### src/aat_pkg.sv
`default_nettype none
package aat_pkg;

  localparam int unsigned SCORE_W = 32;
  localparam int unsigned DIV_BITS = 72;
  localparam int unsigned DIV_CNT_W = $clog2(DIV_BITS + 1);
  localparam int unsigned QUEUE_DEPTH = 2;
  localparam int unsigned QUEUE_CNT_W = $clog2(QUEUE_DEPTH + 1);
  localparam int unsigned QUEUE_PTR_W = $clog2(QUEUE_DEPTH);
  localparam int unsigned CFG_INDEX_W = 3;
  localparam int unsigned CFG_DATA_W = 32;

  localparam logic [CFG_INDEX_W-1:0] CFG_LOG_DELTA  = 3'd0;
  localparam logic [CFG_INDEX_W-1:0] CFG_STOP_EPS   = 3'd1;
  localparam logic [CFG_INDEX_W-1:0] CFG_ACC_RATIO  = 3'd2;
  localparam logic [CFG_INDEX_W-1:0] CFG_CHAIN_LEN  = 3'd3;
  localparam logic [CFG_INDEX_W-1:0] CFG_INIT_STEPS = 3'd4;

  localparam logic [15:0] LOG_DELTA_RST  = 16'd6246;
  localparam logic [31:0] STOP_EPS_RST   = 32'd66;
  localparam logic [15:0] ACC_RATIO_RST  = 16'd62259;
  localparam logic [15:0] CHAIN_LEN_RST  = 16'd200;
  localparam logic [15:0] INIT_STEPS_RST = 16'd30;

  localparam logic [31:0] IMPOSSIBLE_CODE = 32'h8000_0000;
  localparam logic [31:0] COST_MAX        = 32'h7FFF_FFFF;
  localparam logic [31:0] TEMP_START      = 32'd3276800;
  localparam logic [31:0] TEMP_FALLBACK   = 32'd6553600;
  localparam logic [29:0] LN2_Q30         = 30'd744261118;
  localparam logic [46:0] VAR_MAX         = '1;
  localparam logic [16:0] ONE_Q16         = 17'h1_0000;

  typedef struct packed {
    logic [SCORE_W-1:0] score;
    logic               accepted;
    logic               impossible;
  } item_t;

  typedef enum logic [5:0] {
    S_IDLE, S_ACC, S_STEP,
    S_DEN0, S_DEN1, S_DEN2,
    S_LNORM, S_LSQ, S_LUPD, S_LDIFF, S_LNQ, S_TDIV, S_TDIV_W,
    S_MU, S_MU_W, S_E2_W, S_MUSQ, S_VAR, S_SQRT,
    S_COOL0, S_COOL1, S_X_W, S_T_W, S_CARRY, S_CARRY1, S_RING,
    S_STOP0, S_STOP1, S_STOP2, S_STOP3, S_STOP4,
    S_PP1, S_PP2, S_PP3, S_PP4, S_CMP, S_OUT
  } back_state_t;

endpackage
`default_nettype wire

### src/aat_front.sv
`default_nettype none
module aat_front (
  input  wire logic                clk,
  input  wire logic                rst,
  input  wire logic                in_valid,
  output logic                     in_ready,
  input  wire logic [31:0]         score,
  input  wire logic                accepted,
  output logic                     push_valid,
  input  wire logic                push_ready,
  output aat_pkg::item_t           push_item
);
  import aat_pkg::*;

  logic  held;
  item_t item;

  assign in_ready   = !held || push_ready;
  assign push_valid = held;
  assign push_item  = item;

  always_ff @(posedge clk) begin
    if (rst) begin
      held <= 1'b0;
    end else if (in_valid && in_ready) begin
      held <= 1'b1;
    end else if (push_ready) begin
      held <= 1'b0;
    end
  end

  always_ff @(posedge clk) begin
    if (in_valid && in_ready) begin
      item.score      <= score;
      item.accepted   <= accepted;
      item.impossible <= (score == IMPOSSIBLE_CODE);
    end
  end

endmodule
`default_nettype wire

### config.mk
export PLATFORM = sky130hd
export DESIGN_NAME = aat_front
export DESIGN_NICKNAME = d
export VERILOG_FILES = /design/src/aat_pkg.sv /design/src/aat_front.sv
export SDC_FILE = /design/constraint.sdc
export NUM_CORES = 1
export LEC_CHECK = 0
export ABC_CLOCK_PERIOD_IN_PS = 2350
export BUFFER_PORTS_ARGS = -buffer_cell sky130_fd_sc_hd__clkbuf_2
export CORE_ASPECT_RATIO = 0.6
export CORE_MARGIN = 1
export CORE_UTILIZATION = 30
export CTS_BUF_LIST = sky130_fd_sc_hd__clkbuf_8
export DETAILED_ROUTE_END_ITERATION = 8
export GPL_ROUTABILITY_DRIVEN = 0
export HOLD_SLACK_MARGIN = 0.05
export PLACE_DENSITY = 0.65
export REMOVE_ABC_BUFFERS = 1
export SYNTH_ARGS = -nofsm -noshare
export SYNTH_HDL_FRONTEND = slang
export SYNTH_SLANG_ARGS = --single-unit
### constraint.sdc
create_clock -name clk -period 2.35 [get_ports clk]
set_clock_uncertainty 0.15 [all_clocks]
set_input_delay 0.705 -clock clk [delete_from_list [all_inputs] [get_ports clk]]
set_output_delay 0.705 -clock clk [all_outputs]
set_load 0.05 [all_outputs]
# Word-level counts from Yosys, hierarchy flattened
# Index checks and enable logic that the tools add are counted.
[op_classes]
eq_ne = 1
mux = 2
reduce_logical = 4
[op_table]
columns = ["operator", "n"]
rows = [
  ["$eq A32 B32 Y1 const B", 1],
  ["$mux W1", 2],
  ["$reduce_bool A2 Y1", 1],
  ["$logic_and A1 B1 Y1", 1],
  ["$logic_not A1 Y1", 1],
  ["$logic_or A1 B1 Y1", 1],
]
[totals]
reg_bits = 35
in_bits = 37
wordCells = 11

# Longest topological paths before layout
[logic_depth]
ltp_word = 4
mapped_depth = 3
depth_no_buf = 3

# Worst setup path before layout
# Ideal clock, no wire load.
[synth_path]
kind = "input-to-reg"
start = "input port push_ready"
end = "register item, in the netlist push_item[0] (enable)"
setup_time_ns = 0.394
arrival_ns = 2.086
t_required_ns = 1.806
slack_ns = -0.280
stages = 2
path_buffers = 0
cell_sequence = "nand2b_1 -> and2_1"
[synth_between]
elab_chain_cells = 2
[synth_lines]
columns = ["item", "line_no", "text"]
rows = [
  ["start: declaration", "aat_front.sv:10", "input wire logic push_ready,"],
  ["$logic_or A1 B1 Y1", "aat_front.sv:18", "assign in_ready = !held || push_ready;"],
  ["$logic_and A1 B1 Y1", "aat_front.sv:33", "if (in_valid && in_ready) begin"],
  ["end: declaration", "aat_front.sv:16", "item_t item;"],
]
# Every way passes these cells.
# A chain may end at the register's enable or synchronous reset.

# Worst setup path in the final report
[layout_path]
start = "input port push_ready"
end = "output port in_ready"
[layout_between]
elab_chain_cells = 1
[layout_lines]
columns = ["item", "line_no", "text"]
rows = [
  ["$logic_or A1 B1 Y1", "aat_front.sv:18", ""],
  ["end: declaration", "aat_front.sv:6", "output logic in_ready,"],
]
# Every way passes these cells.

==> flow_summary.yaml <==
clock_network:
  root_buffer: "clkbuf_8"
  insertion_delay_ns: 0.28
  cts_made_buffers: 5
  cts_sinks: 35
  cts_resized: 0
  cts_max_path_buffers: 2
  cts-htree-levels: 2
  cts_tree: "done"
  path_clk_slew_ns: 0.07
  hold_buffers: 0
  post_cts_buffers: 0
drt:
  dr_total_vias: 780
  wl_met1_um: 875
  topRoutingLayerUsed: "met4"
  finalWirelength_um: 2303
  first_pass_iters: 6
  wl_per_cell_um: 12.94
  ant_nets: 0
  wl_met3_um: 315
  viasPerCell: 4.382
  drc: 0
  drt_iter0_markers: 18
  dr_wl_met2_um: 1063
place:
  place_ws_ns: 0.3109
  portBuffers: 72
  post-dp-hpwl_um: 1840
sta:
  worstMarginPinSlew_ns: 0.3925
  rsz0062_at_grt: "false"
  slew_headroom_pct: 73.59
  setup_slack_ns: 0.3092
  setup_violations: 0
  hold_violations: 0
  hold_ws_ns: 0.3744
  fin_crit_ns: 2.041
  fin_crit_sh_pct: 86.84
  slew_viol_final: 0
  max_freq_ghz: 0.4900
grt:
  overflow: 0
  grt_start_max_net_pins: 35
  grt_usage_pct: 12.91
  antenna_found_initial: 0
  grt_pass1_vias: 753
  grt_first_pass_wirelength_um: 3470
cells_and_area:
  drive_gt1_share_pct: 64.12
  area_growth_pct: 45.67
  diodes: 0
  nets: 167
power_and_ir_drop:
  powerDensity_nw_per_um2: 818.2
  ir_drop_mv: 0.4803
  total_power_uw: 1378
  p_leak_uw: 0.0007061
run_status:
  status: "complete, no violations"
floorplanning:
  die_y_um: 50.09
  core_area_um2: 3680
  std_cell_rows: 17
  dieWidth_um: 82.14
  ios: 73
  die_area_um2: 4114
  initial_core_util_pct: 31.42
critical_path:
  r2r_start: "push_valid"
  crit_start: "push_ready"
  start_kind: "input port"
  end_kind: "output pin"
  cp_data_required_time_ns: 1.49
  rr_worst_depth: 3
  crit_type: "input port to output pin"
  worstPathArrival_ns: 1.19
  critPathMaxFanout: 3
logic_synthesis:
  yosysWarnings: 0
  ys_ff_latch: 35
  syn_avg_cell_area_um2: 23.12
  seq_area_frac_synth_pct: 90.04
  syn_area_um2: 1156
  synth_cells: 50
  synth_cell_type_count: 11
worst_hold_path:
  min_from: "push_valid"
  hold_depth: 2
  hold_path_class: "flip-flop to flip-flop"
job:
  maxCapViolCount: 0
-- critical path: stages --
cell	delay (ns)
clkbuf_2	0.07
nand2b_1	0.12
clkbuf_2	0.29
-- sequential cells by signal, indices dropped and copies added (netlist names) --
| signal | cells |
|---|---|
| push_item | 34 |
| push_valid | 1 |
-- Yosys cell counts --
master / count / area (µm²)
edfxtp_1: 34 / 1021
nor4_1: 4 / 25.02
nor4_2: 3 / 37.54
nand4_1: 2 / 12.51
a21oi_1: 1 / 5.000
and2_1: 1 / 6.260
dfxtp_1: 1 / 20.02
inv_1: 1 / 3.750
nand2b_1: 1 / 6.260
nor2_1: 1 / 3.750
nor4b_2: 1 / 15.01
-- routing by layer --
metal | GRT usage (%) | vias up
li1 | - | 366
met1 | 13.48 | 361
met2 | 18.32 | 49
met3 | 10.19 | 4
met4 | 7.018 | 0
met5 | 0 | -
-- area by class of cell --
| cell class | instances | area [µm²] |
|---|---|---|
| fillers | 342 | 1996 |
| flip-flops and latches | 35 | 1041 |
| repair buffers | 73 | 380.4 |
| multi-input cells | 14 | 111.4 |
| clock buffers | 5 | 68.82 |
| well taps | 47 | 58.81 |
| clock inverters | 3 | 20.02 |
| inverters | 1 | 3.754 |
-- cell usage in the layout (no fill, tap or decap) --
cell,netlist,layout
a21oi_1,1,1
and2_1,1,1
buf_12,0,1
clkbuf_2,0,72
clkbuf_8,0,5
clkinv_1,0,1
clkinv_4,0,1
clkinvlp_4,0,1
dfxtp_1,1,1
edfxtp_1,34,34
inv_1,1,1
nand2b_1,1,1
nand4_1,2,2
nor2_1,1,1
nor4_1,4,4
nor4_2,3,3
nor4b_2,1,1
-- logic make-up (layout without fill, tap and decap cells) --
| kind of cell | Yosys count | in the layout | synth area share, % |
|---|---|---|---|
| compound gates | 1 | 1 | 0.4325 |
| flops | 35 | 35 | 90.04 |
| buf+inv | 1 | 82 | 0.3244 |
| simple gates | 13 | 13 | 9.199 |
-- metrics by stage --
stage	cell area (µm²)	util, %	TNS, ns	std cells
6_report	1684	45.77	0	178
5_1_grt	1684	45.77	0	178
4_1_cts	1684	45.77	0	178
3_5_place_dp	1595	43.35	0	170
3_3_place_gp	1595	43.35	0	170
2_1_floorplan	1156	-	-9.513	50
-- power breakdown --
group          total [µW]  leakage (µW)  switching, µW  internal [µW]
Clock                 418     0.0000418            212            206
Sequential            737      0.000338           9.57            727
Combinational         223      0.000327            171           51.7
-- worst paths after layout --
| check | to | slack, ns |
|---|---|---|
| max | in_ready | 0.31 |
| min | push_valid | 0.37 |
| max reg2reg | push_item[25] | 1.08 |
| min reg2reg | push_valid | 0.37 |
Note: power is estimated with default switching activity, not from simulation.
