===== config.mk =====
export PLATFORM = sky130hd
export DESIGN_NAME = aat_queue
export DESIGN_NICKNAME = d
export VERILOG_FILES = /design/src/aat_pkg.sv /design/src/aat_queue.sv
export SDC_FILE = /design/constraint.sdc
export NUM_CORES = 1
export LEC_CHECK = 0
export BUFFER_PORTS_ARGS = -buffer_cell sky130_fd_sc_hd__buf_4
export CAP_MARGIN = 30
export CORE_MARGIN = 4
export CORE_UTILIZATION = 58
export CTS_BUF_LIST = sky130_fd_sc_hd__clkbuf_4
export DETAILED_ROUTE_END_ITERATION = 6
export PLACE_DENSITY_LB_ADDON = 0.05
export SLEW_MARGIN = 25
export SYNTH_ARGS = -nofsm -noshare
export SYNTH_HDL_FRONTEND = slang
export SYNTH_SLANG_ARGS = --single-unit
export TNS_END_PERCENT = 5

===== constraint.sdc =====
create_clock -name clk -period 3.3 [get_ports clk]
set_clock_uncertainty 0.1 [all_clocks]
set_input_delay 0.66 -clock clk [delete_from_list [all_inputs] [get_ports clk]]
set_output_delay 0.66 -clock clk [all_outputs]
set_load 0.005 [all_outputs]

===== src/aat_pkg.sv =====
`default_nettype none
package aat_pkg;

  localparam int unsigned SCORE_W = 32;
  localparam int unsigned DIV_BITS = 72;
  localparam int unsigned DIV_CNT_W = $clog2(DIV_BITS + 1);
  localparam int unsigned QUEUE_DEPTH = 2;
  localparam int unsigned QUEUE_CNT_W = $clog2(QUEUE_DEPTH + 1);
  localparam int unsigned QUEUE_PTR_W = $clog2(QUEUE_DEPTH);
  localparam int unsigned CFG_INDEX_W = 3;
  localparam int unsigned CFG_DATA_W = 32;

  localparam logic [CFG_INDEX_W-1:0] CFG_LOG_DELTA  = 3'd0;
  localparam logic [CFG_INDEX_W-1:0] CFG_STOP_EPS   = 3'd1;
  localparam logic [CFG_INDEX_W-1:0] CFG_ACC_RATIO  = 3'd2;
  localparam logic [CFG_INDEX_W-1:0] CFG_CHAIN_LEN  = 3'd3;
  localparam logic [CFG_INDEX_W-1:0] CFG_INIT_STEPS = 3'd4;

  localparam logic [15:0] LOG_DELTA_RST  = 16'd6246;
  localparam logic [31:0] STOP_EPS_RST   = 32'd66;
  localparam logic [15:0] ACC_RATIO_RST  = 16'd62259;
  localparam logic [15:0] CHAIN_LEN_RST  = 16'd200;
  localparam logic [15:0] INIT_STEPS_RST = 16'd30;

  localparam logic [31:0] IMPOSSIBLE_CODE = 32'h8000_0000;
  localparam logic [31:0] COST_MAX        = 32'h7FFF_FFFF;
  localparam logic [31:0] TEMP_START      = 32'd3276800;
  localparam logic [31:0] TEMP_FALLBACK   = 32'd6553600;
  localparam logic [29:0] LN2_Q30         = 30'd744261118;
  localparam logic [46:0] VAR_MAX         = '1;
  localparam logic [16:0] ONE_Q16         = 17'h1_0000;

  typedef struct packed {
    logic [SCORE_W-1:0] score;
    logic               accepted;
    logic               impossible;
  } item_t;

  typedef enum logic [5:0] {
    S_IDLE, S_ACC, S_STEP,
    S_DEN0, S_DEN1, S_DEN2,
    S_LNORM, S_LSQ, S_LUPD, S_LDIFF, S_LNQ, S_TDIV, S_TDIV_W,
    S_MU, S_MU_W, S_E2_W, S_MUSQ, S_VAR, S_SQRT,
    S_COOL0, S_COOL1, S_X_W, S_T_W, S_CARRY, S_CARRY1, S_RING,
    S_STOP0, S_STOP1, S_STOP2, S_STOP3, S_STOP4,
    S_PP1, S_PP2, S_PP3, S_PP4, S_CMP, S_OUT
  } back_state_t;

endpackage
`default_nettype wire


===== src/aat_queue.sv =====
`default_nettype none
module aat_queue (
  input  wire logic                clk,
  input  wire logic                rst,
  input  wire logic                push_valid,
  output logic                     push_ready,
  input  wire aat_pkg::item_t      push_item,
  output logic                     pop_valid,
  input  wire logic                pop_ready,
  output aat_pkg::item_t           pop_item
);
  import aat_pkg::*;

  item_t                  entries [QUEUE_DEPTH];
  logic [QUEUE_PTR_W-1:0] wr_ptr;
  logic [QUEUE_PTR_W-1:0] rd_ptr;
  logic [QUEUE_CNT_W-1:0] count;
  logic                   do_push;
  logic                   do_pop;

  assign push_ready = (count != QUEUE_CNT_W'(QUEUE_DEPTH));
  assign pop_valid  = (count != '0);
  assign pop_item   = entries[rd_ptr];
  assign do_push    = push_valid && push_ready;
  assign do_pop     = pop_valid && pop_ready;

  always_ff @(posedge clk) begin
    if (rst) begin
      wr_ptr <= '0;
      rd_ptr <= '0;
      count  <= '0;
    end else begin
      if (do_push) begin
        wr_ptr <= (wr_ptr == QUEUE_PTR_W'(QUEUE_DEPTH - 1)) ? '0 : wr_ptr + 1'b1;
      end
      if (do_pop) begin
        rd_ptr <= (rd_ptr == QUEUE_PTR_W'(QUEUE_DEPTH - 1)) ? '0 : rd_ptr + 1'b1;
      end
      if (do_push && !do_pop) begin
        count <= count + 1'b1;
      end else if (do_pop && !do_push) begin
        count <= count - 1'b1;
      end
    end
  end

  always_ff @(posedge clk) begin
    if (do_push) begin
      entries[wr_ptr] <= push_item;
    end
  end

endmodule
`default_nettype wire


; ---- Yosys cells after proc, flatten, opt, wreduce, memory -nomap -nowiden
; Memory sizes are Yosys's and may differ from the RTL's. A register that Yosys moved wholly into a read port is not among the register bits.
; Cells that the tools add are included.
[op_classes]
add_sub_neg = 4
n_eq_ne = 1
muxes = 8
n_reduce_logical = 8
[op_table]
columns = cell, n
row1 = 1-bit 2-to-1 mux, 6
row2 = 1-bit logical AND, 4
row3 = 2-bit 2-to-1 mux, 2
row4 = 2-bit nonzero test, 2
row5 = "1-bit adder, second input constant", 2
row6 = "2-bit by 1-bit adder with 2-bit output, second input constant", 1
row7 = 1-bit zero test, 2
row8 = "2-bit != test, second input constant", 1
row9 = "2-bit by 1-bit subtractor with 2-bit output, second input constant", 1
[totals]
register_bits = 4
ramBits = 68
input_bits = 38
word_cells = 25
mem_count = 1
[mem_list]
columns = memory, words, word_bits, read_ports, rd_clocked_by_memory_dff, write_ports, line_no
row1 = entries, 2, 34, 1, 1, 1, aat_queue.sv:14  ; item_t entries [QUEUE_DEPTH];

; ---- Depth between registers and ports, before layout
; Gate-level depths: netlist (run 1).
[depth]
depth_word = 6
mapped_depth = 6
mapped_depth_nobuf = 6

; ---- Least setup slack after synthesis (run 1)
; No wires, ideal clock.
[synth_path]
path_kind = input-to-reg
startpoint = in push_valid
endpoint = mem entries[1][0] (netlist name), enable pin
setup_ns = 0.394
arrival_ns = 1.539
setup_slack_ns = 1.267
stages = 1
path_cell_list = and3_1
[synth_between]
elab_chain_len = 3
[synth_lines]
columns = item, line_no
row1 = start: declaration, aat_queue.sv:5  ; input wire logic push_valid,
row2 = 1-bit logical AND, aat_queue.sv:24  ; assign do_push = push_valid && push_ready;
row3 = 1-bit 2-to-1 mux, aat_queue.sv:48  ; if (do_push) begin
row4 = 1-bit 2-to-1 mux (not written as such), aat_queue.sv:49  ; entries[wr_ptr] <= push_item;
row5 = end: declaration, aat_queue.sv:14
; No other way between the ends.

==> flow_summary.toml, run 1 <==
[floorplan]
rows = 24
dieArea_um2 = 5760
die_height_um = 75.9
initial_utilization = 0.605
die_w_um = 75.9
io-pin-count = 74
core-area_um2 = 4410

[setup_path]
critPathRequiredTime_ns = 2.54
endpoint = "pop_item[10]"
path_max_fanout = 17
critPathCaptureType = "primary output"
r2r-start = "count[0]"
worstRegToRegCells = 2
worstPathArrival_ns = 1.50
rrSetupSlack_ns = 1.45
timing.rr.end = "entries[1][14]"
critPathKind = "flop to primary output"
cp-start-kind = "flop"

[yosys]
seq_area_frac_synth = 0.801
synth.top_cell.area_share = 0.764
synth_seq_cells = 73
yosys.cell_types.count = 18
synth-warning-count = 0
yosys.area.top_type = "edfxtp_1"
netlist_area_um2 = 2670
synthTopCellsByArea = "edfxtp_1, mux2_2, dfxtp_1"
syn_nets = 169
synth_cells = 130
ys.flop_type = "edfxtp_1"
synthArstFlopShare = 0
synth-edff-count = 68
avgSynthCellArea_um2 = 20.6

[global_route]
grt-ovfl-total = 0
grt_pass1_wl_um = 6960
grt_pass1_vias = 1488
grt_usage = 0.175
antenna_found_initial = 0
grt_max_degree = 35

[timing]
worstMarginPinSlew_ns = 0.789
finalSetupViolCount = 0
slew_violations = 0
fin_setup_tns_ns = 0
hold_viol = 0
min_period_over_period = 0.686
hold-worst-slack_ns = 0.329
fmax_mhz = 442
slew_headroom = 0.474
post-route-min-period_ns = 2.26
rsz0062_at_grt = "false"

[finish]
synthToLayoutAreaGrowth_pct = 29.0
final_cell_mix = "buf_4, edfxtp_1, mux2_2"
nets = 252
drive_above_1_share = 0.587
num_antenna_cells = 0
final_common_cell = "buf_4"

[routing]
route.detailed.drc = 0
num_vias = 1392
drt-total-wl_um = 4600
avgViaCountPerCell = 5.16
firstDrtPassIters = 4
drt.antenna.violating_nets = 0
routedWlPerCell_um = 17.0
first_iter_violations = 83

[clock_network]
h-tree-depth = 3
cts_resized = 0
cts_tree = "yes"
clock_latency_ns = 0.40
clockRootBuffer = "clkbuf_4"
cts_hold_buf = 0
path_clk_slew_ns = 0.12
post-cts-setup-buffer-count = 0
cts_sinks = 73
cts_buffers = 9
clock_path_buffers = 2

[min_path]
hold_path_depth = 1
worstHoldPathType = "primary input to flop"

[pwr]
power.density_nw_per_um2 = 717
vdd_drop_max_v = 0.000578
leakagePower_nw = 1.30

[place]
io_buffers = 73
place.gp.congestion = 0.705
dp_hpwl_um = 3200

[outcome]
status = "finished, final reports clean"

[job]
cap_violations = 0
## how the worst min path moves through the flow
stage                             start        endpoint  slack [ns]
after floorplan                count[1]        count[1]        0.37
after CTS                 push_item[11]  entries[0][11]        0.30
final                     push_item[11]  entries[1][11]        0.33
after global routing      push_item[23]  entries[1][23]        0.28
after detailed placement         rd_ptr          rd_ptr        0.41
after global placement         count[1]        count[1]        0.38
## critical path, cell delays in order (launching register included)
cell     delay [ns]
dfxtp_1        0.34
buf_4          0.24
mux2_2         0.37
buf_4          0.14
## final cells by class
| cell class | instances | area (um^2) |
|---|---|---|
| Clock buffer | 9 | 67.6 |
| Clock inverter | 7 | 95.1 |
| Fill cell | 252 | 967 |
| Inverter | 1 | 3.75 |
| Multi-Input combinational cell | 52 | 503 |
| Sequential cell | 73 | 2140 |
| Tap cell | 52 | 65.1 |
| Timing Repair Buffer | 76 | 571 |
## cells in the mapped netlist (all sizes together) (2+ instances only)
cell type  count
a21oi          2
xor2           3
nor2           3
edfxtp        68
dfxtp          5
mux2          34
buf            4
o21ai          2
## registers in the layout, summed over array words and instances (netlist names), named ones only
name / flops
wr_ptr: 1
entries: 68
count: 2
rd_ptr: 1
## metal layers
metal | vias up | part of all wire | wire length, um | GRT usage
li1 | 673 | - | - | -
met3 | 7 | 0.077 | 356 | 0.0752
met4 | 0 | 0.014 | 63 | 0.0816
met2 | 48 | 0.54 | 2500 | 0.295
met1 | 664 | 0.37 | 1680 | 0.191
met5 | - | 0 | 0 | 0
## report_power, final
part           internal, mW  switching [mW]  leakage (nW)
clock                 0.305           0.305        0.0758
combinational         0.380           0.286         0.551
sequential             1.16          0.0389         0.676
total                  1.84           0.630          1.30
## per-stage QoR
stage,total power [mW],util,instances,setup WS (ns),cell area (um^2)
2_1_floorplan,1.56,-,130,1.27,2670
3_3_place_gp,1.85,0.744,254,1.36,3280
3_5_place_dp,1.90,0.744,254,1.31,3280
4_1_cts,2.51,0.781,270,0.995,3450
5_1_grt,2.61,0.781,270,0.912,3450
6_report,2.47,0.781,270,1.04,3450
## cells by family after synthesis
| kind of cell | share of synthesized area |
|---|---|
| compound gates | 0.0112 |
| xor+xnor | 0.00983 |
| fa+ha+maj | 0.00468 |
| buf+inv | 0.0108 |
| flops | 0.802 |
| mux | 0.143 |
| simple gates | 0.0187 |
(Power assumes the default switching activity.)
==> inputs of run 2 (changes only) <==
Settings changed: ABC_AREA set to 1, CORE_UTILIZATION 58 to 54.
Clock period 3.3 ns to 2.3 ns, I/O delays scaled along.
==> run 2 against run 1 <==
Register-to-register slack lost 0.83 ns. Critical path type unchanged. Worst setup slack lost 0.83 ns. Synthesized cell count grew 10%. Clock power grew 22%. Highest routed layer unchanged. Sequential share of layout area shrank 2.9 points. Sequential power grew 44%. Critical path depth is the same.
==> flow_summary.toml, run 2 <==
[setup_path]
r2r-start = "count[0]"
critPathKind = "flop to primary output"
cpMostUsedCell = "buf_4"
cp_top_family = "buffers and inverters"
rrSetupSlack_ns = 0.62
path_buf_inv = 2
worstPathArrival_ns = 1.54
critPathRequiredTime_ns = 1.74
critPathSlowestCell = "mux2_2"
timing.rr.end = "count[1]"
path_max_fanout = 19
worstRegToRegCells = 10
slowest_delay_ns = 0.38
cp-start-kind = "flop"
path_cells = "buf_4 > mux2_2 > buf_4"
critPathCaptureType = "primary output"

[clock_network]
clock_path_buffers = 2
h-tree-depth = 3
cts_buffers = 9
clockRootBuffer = "clkbuf_4"
cts_hold_buf = 0
post-cts-setup-buffer-count = 0
cts_tree = "yes"
cts_sinks = 73
clock_latency_ns = 0.38
path_clk_slew_ns = 0.10
cts_resized = 0

[outcome]
status = "finished, final reports clean"

[global_route]
grt_pass1_vias = 1506
grt_usage = 0.146
grt-ovfl-total = 0
grt_max_degree = 35
grt_pass1_wl_um = 6760
antenna_found_initial = 0

[finish]
final_area_um2 = 3620
nets = 266
utilization = 0.708
synthToLayoutAreaGrowth_pct = 27.0
final_cell_mix = "buf_4, edfxtp_1, mux2_4"
largest_reg_flops = 68
top_regs = "entries x68, count x2"
num_antenna_cells = 0
top_register = "entries"
final_common_cell = "buf_4"
drive_above_1_share = 0.556

[yosys]
synth.top_cell.area_share = 0.717
synth_commonest_cells = "edfxtp_1, mux2_4, nand2_1"
avgSynthCellArea_um2 = 19.9
synth.most_common_cell = "edfxtp_1"
synth-warning-count = 0
netlist_area_um2 = 2850
synthTopCellsByArea = "edfxtp_1, mux2_4, dfxtp_1"
synthArstFlopShare = 0
synth-edff-count = 68
yosys.cell_types.count = 14
syn_nets = 182
yosys.area.top_type = "edfxtp_1"
synth_seq_cells = 73
synth_cells = 143
ys.flop_type = "edfxtp_1"
seq_area_frac_synth = 0.752

[floorplan]
die_w_um = 80.6
rows = 26
dieArea_um2 = 6500
core-area_um2 = 5110
initial_utilization = 0.558
die_height_um = 80.6
io-pin-count = 74

[min_path]
worstHoldPathType = "primary input to flop"
hold_path_depth = 1
hp-start = "push_item[25]"
min_to = "entries[1][25]"

[place]
dp_hpwl_um = 3020
io_buffers = 73
dpl_cell_area_um2 = 3480
place.gp.congestion = 0.647

[pwr]
power.density_nw_per_um2 = 975
leakagePower_nw = 1.46
power.total_mw = 3.53
vdd_drop_max_v = 0.000595

[routing]
routedWlPerCell_um = 14.5
firstDrtPassIters = 4
avgViaCountPerCell = 4.78
first_iter_violations = 58
drt-total-wl_um = 4390
drt.antenna.violating_nets = 0
route.detailed.drc = 0
num_vias = 1444

[timing]
fin_setup_tns_ns = 0
finalSetupViolCount = 0
worstMarginPinSlew_ns = 0.327
hold_viol = 0
rsz0062_at_grt = "false"
slew_violations = 0
post-route-min-period_ns = 2.10
min_period_over_period = 0.911
slew_headroom = 0.782
fmax_mhz = 477

[job]
cap_violations = 0
-- run 2: cell count changes in the layout (fill, tap and decap cells not counted), moves of 3 or more --
cell / before / now
mux2_2: 34 / 4
nand2_1: 0 / 9
xor2_1: 3 / 0
mux2_4: 0 / 30
clkbuf_4: 9 / 12
clkinvlp_4: 3 / 0
inv_1: 1 / 8
-- run 2: where the power goes --
group	internal [mW]	switching (mW)	total (mW)	leakage [nW]
Clock	0.363	0.379	0.742	0.0787
Combinational	0.605	0.449	1.05	0.701
Sequential	1.68	0.0539	1.73	0.676
-- run 2: how the worst max path moves through the flow --
stage | endpoint | slack (ns) | depth (start not counted)
floorplan | entries[0][0] | -0.23 | 4
global placement | pop_item[14] | 0.62 | 3
detailed placement | count[1] | 0.57 | 9
CTS | pop_item[18] | 0.16 | 3
global route | pop_item[18] | 0.11 | 3
finish | pop_item[14] | 0.20 | 3
-- run 2: metrics by stage --
stage	hold slack [ns]	setup slack (ns)	instances
final	0.153	0.204	302
after global routing	0.104	0.107	302
after CTS	0.118	0.157	302
after detailed placement	0.410	0.573	286
after global placement	0.383	0.624	286
after floorplan	0.365	-0.226	143
-- run 2: cell families (layout without fill, tap and decap cells) --
logic type / count (synthesis) / in the layout / synth area share
multiplexers: 34 / 34 / 0.174
adder cells (fa/ha/maj): 1 / 1 / 0.00439
AO/OA/AOI/OAI: 4 / 4 / 0.00703
AND/OR/NAND/NOR: 19 / 19 / 0.0268
buffers and inverters: 12 / 101 / 0.0356
flip-flops: 73 / 73 / 0.752
-- run 2: cell type report --
type                            instances  area [um^2]
Clock buffer                           12         90.1
Clock inverter                          4         43.8
Fill cell                             335         1490
Inverter                                8         30.0
Multi-Input combinational cell         58          619
Sequential cell                        73         2140
Tap cell                               70         87.6
Timing Repair Buffer                   77          603
-- run 2: layer usage --
metal	vias to the layer above	track usage	part of all wire
li1	706	-	-
met1	683	0.140	0.36
met2	47	0.257	0.55
met3	8	0.0561	0.074
met4	0	0.0963	0.017
met5	-	0	0
-- run 2: worst reg2reg max path: stages (launching register included) --
cell	delay [ns]
dfxtp_1	0.33
inv_1	0.12
nand2_1	0.09
nand2_1	0.20
inv_1	0.09
ha_1	0.34
inv_1	0.09
nand3_1	0.08
nand2_1	0.07
inv_1	0.04
nor2_1	0.09
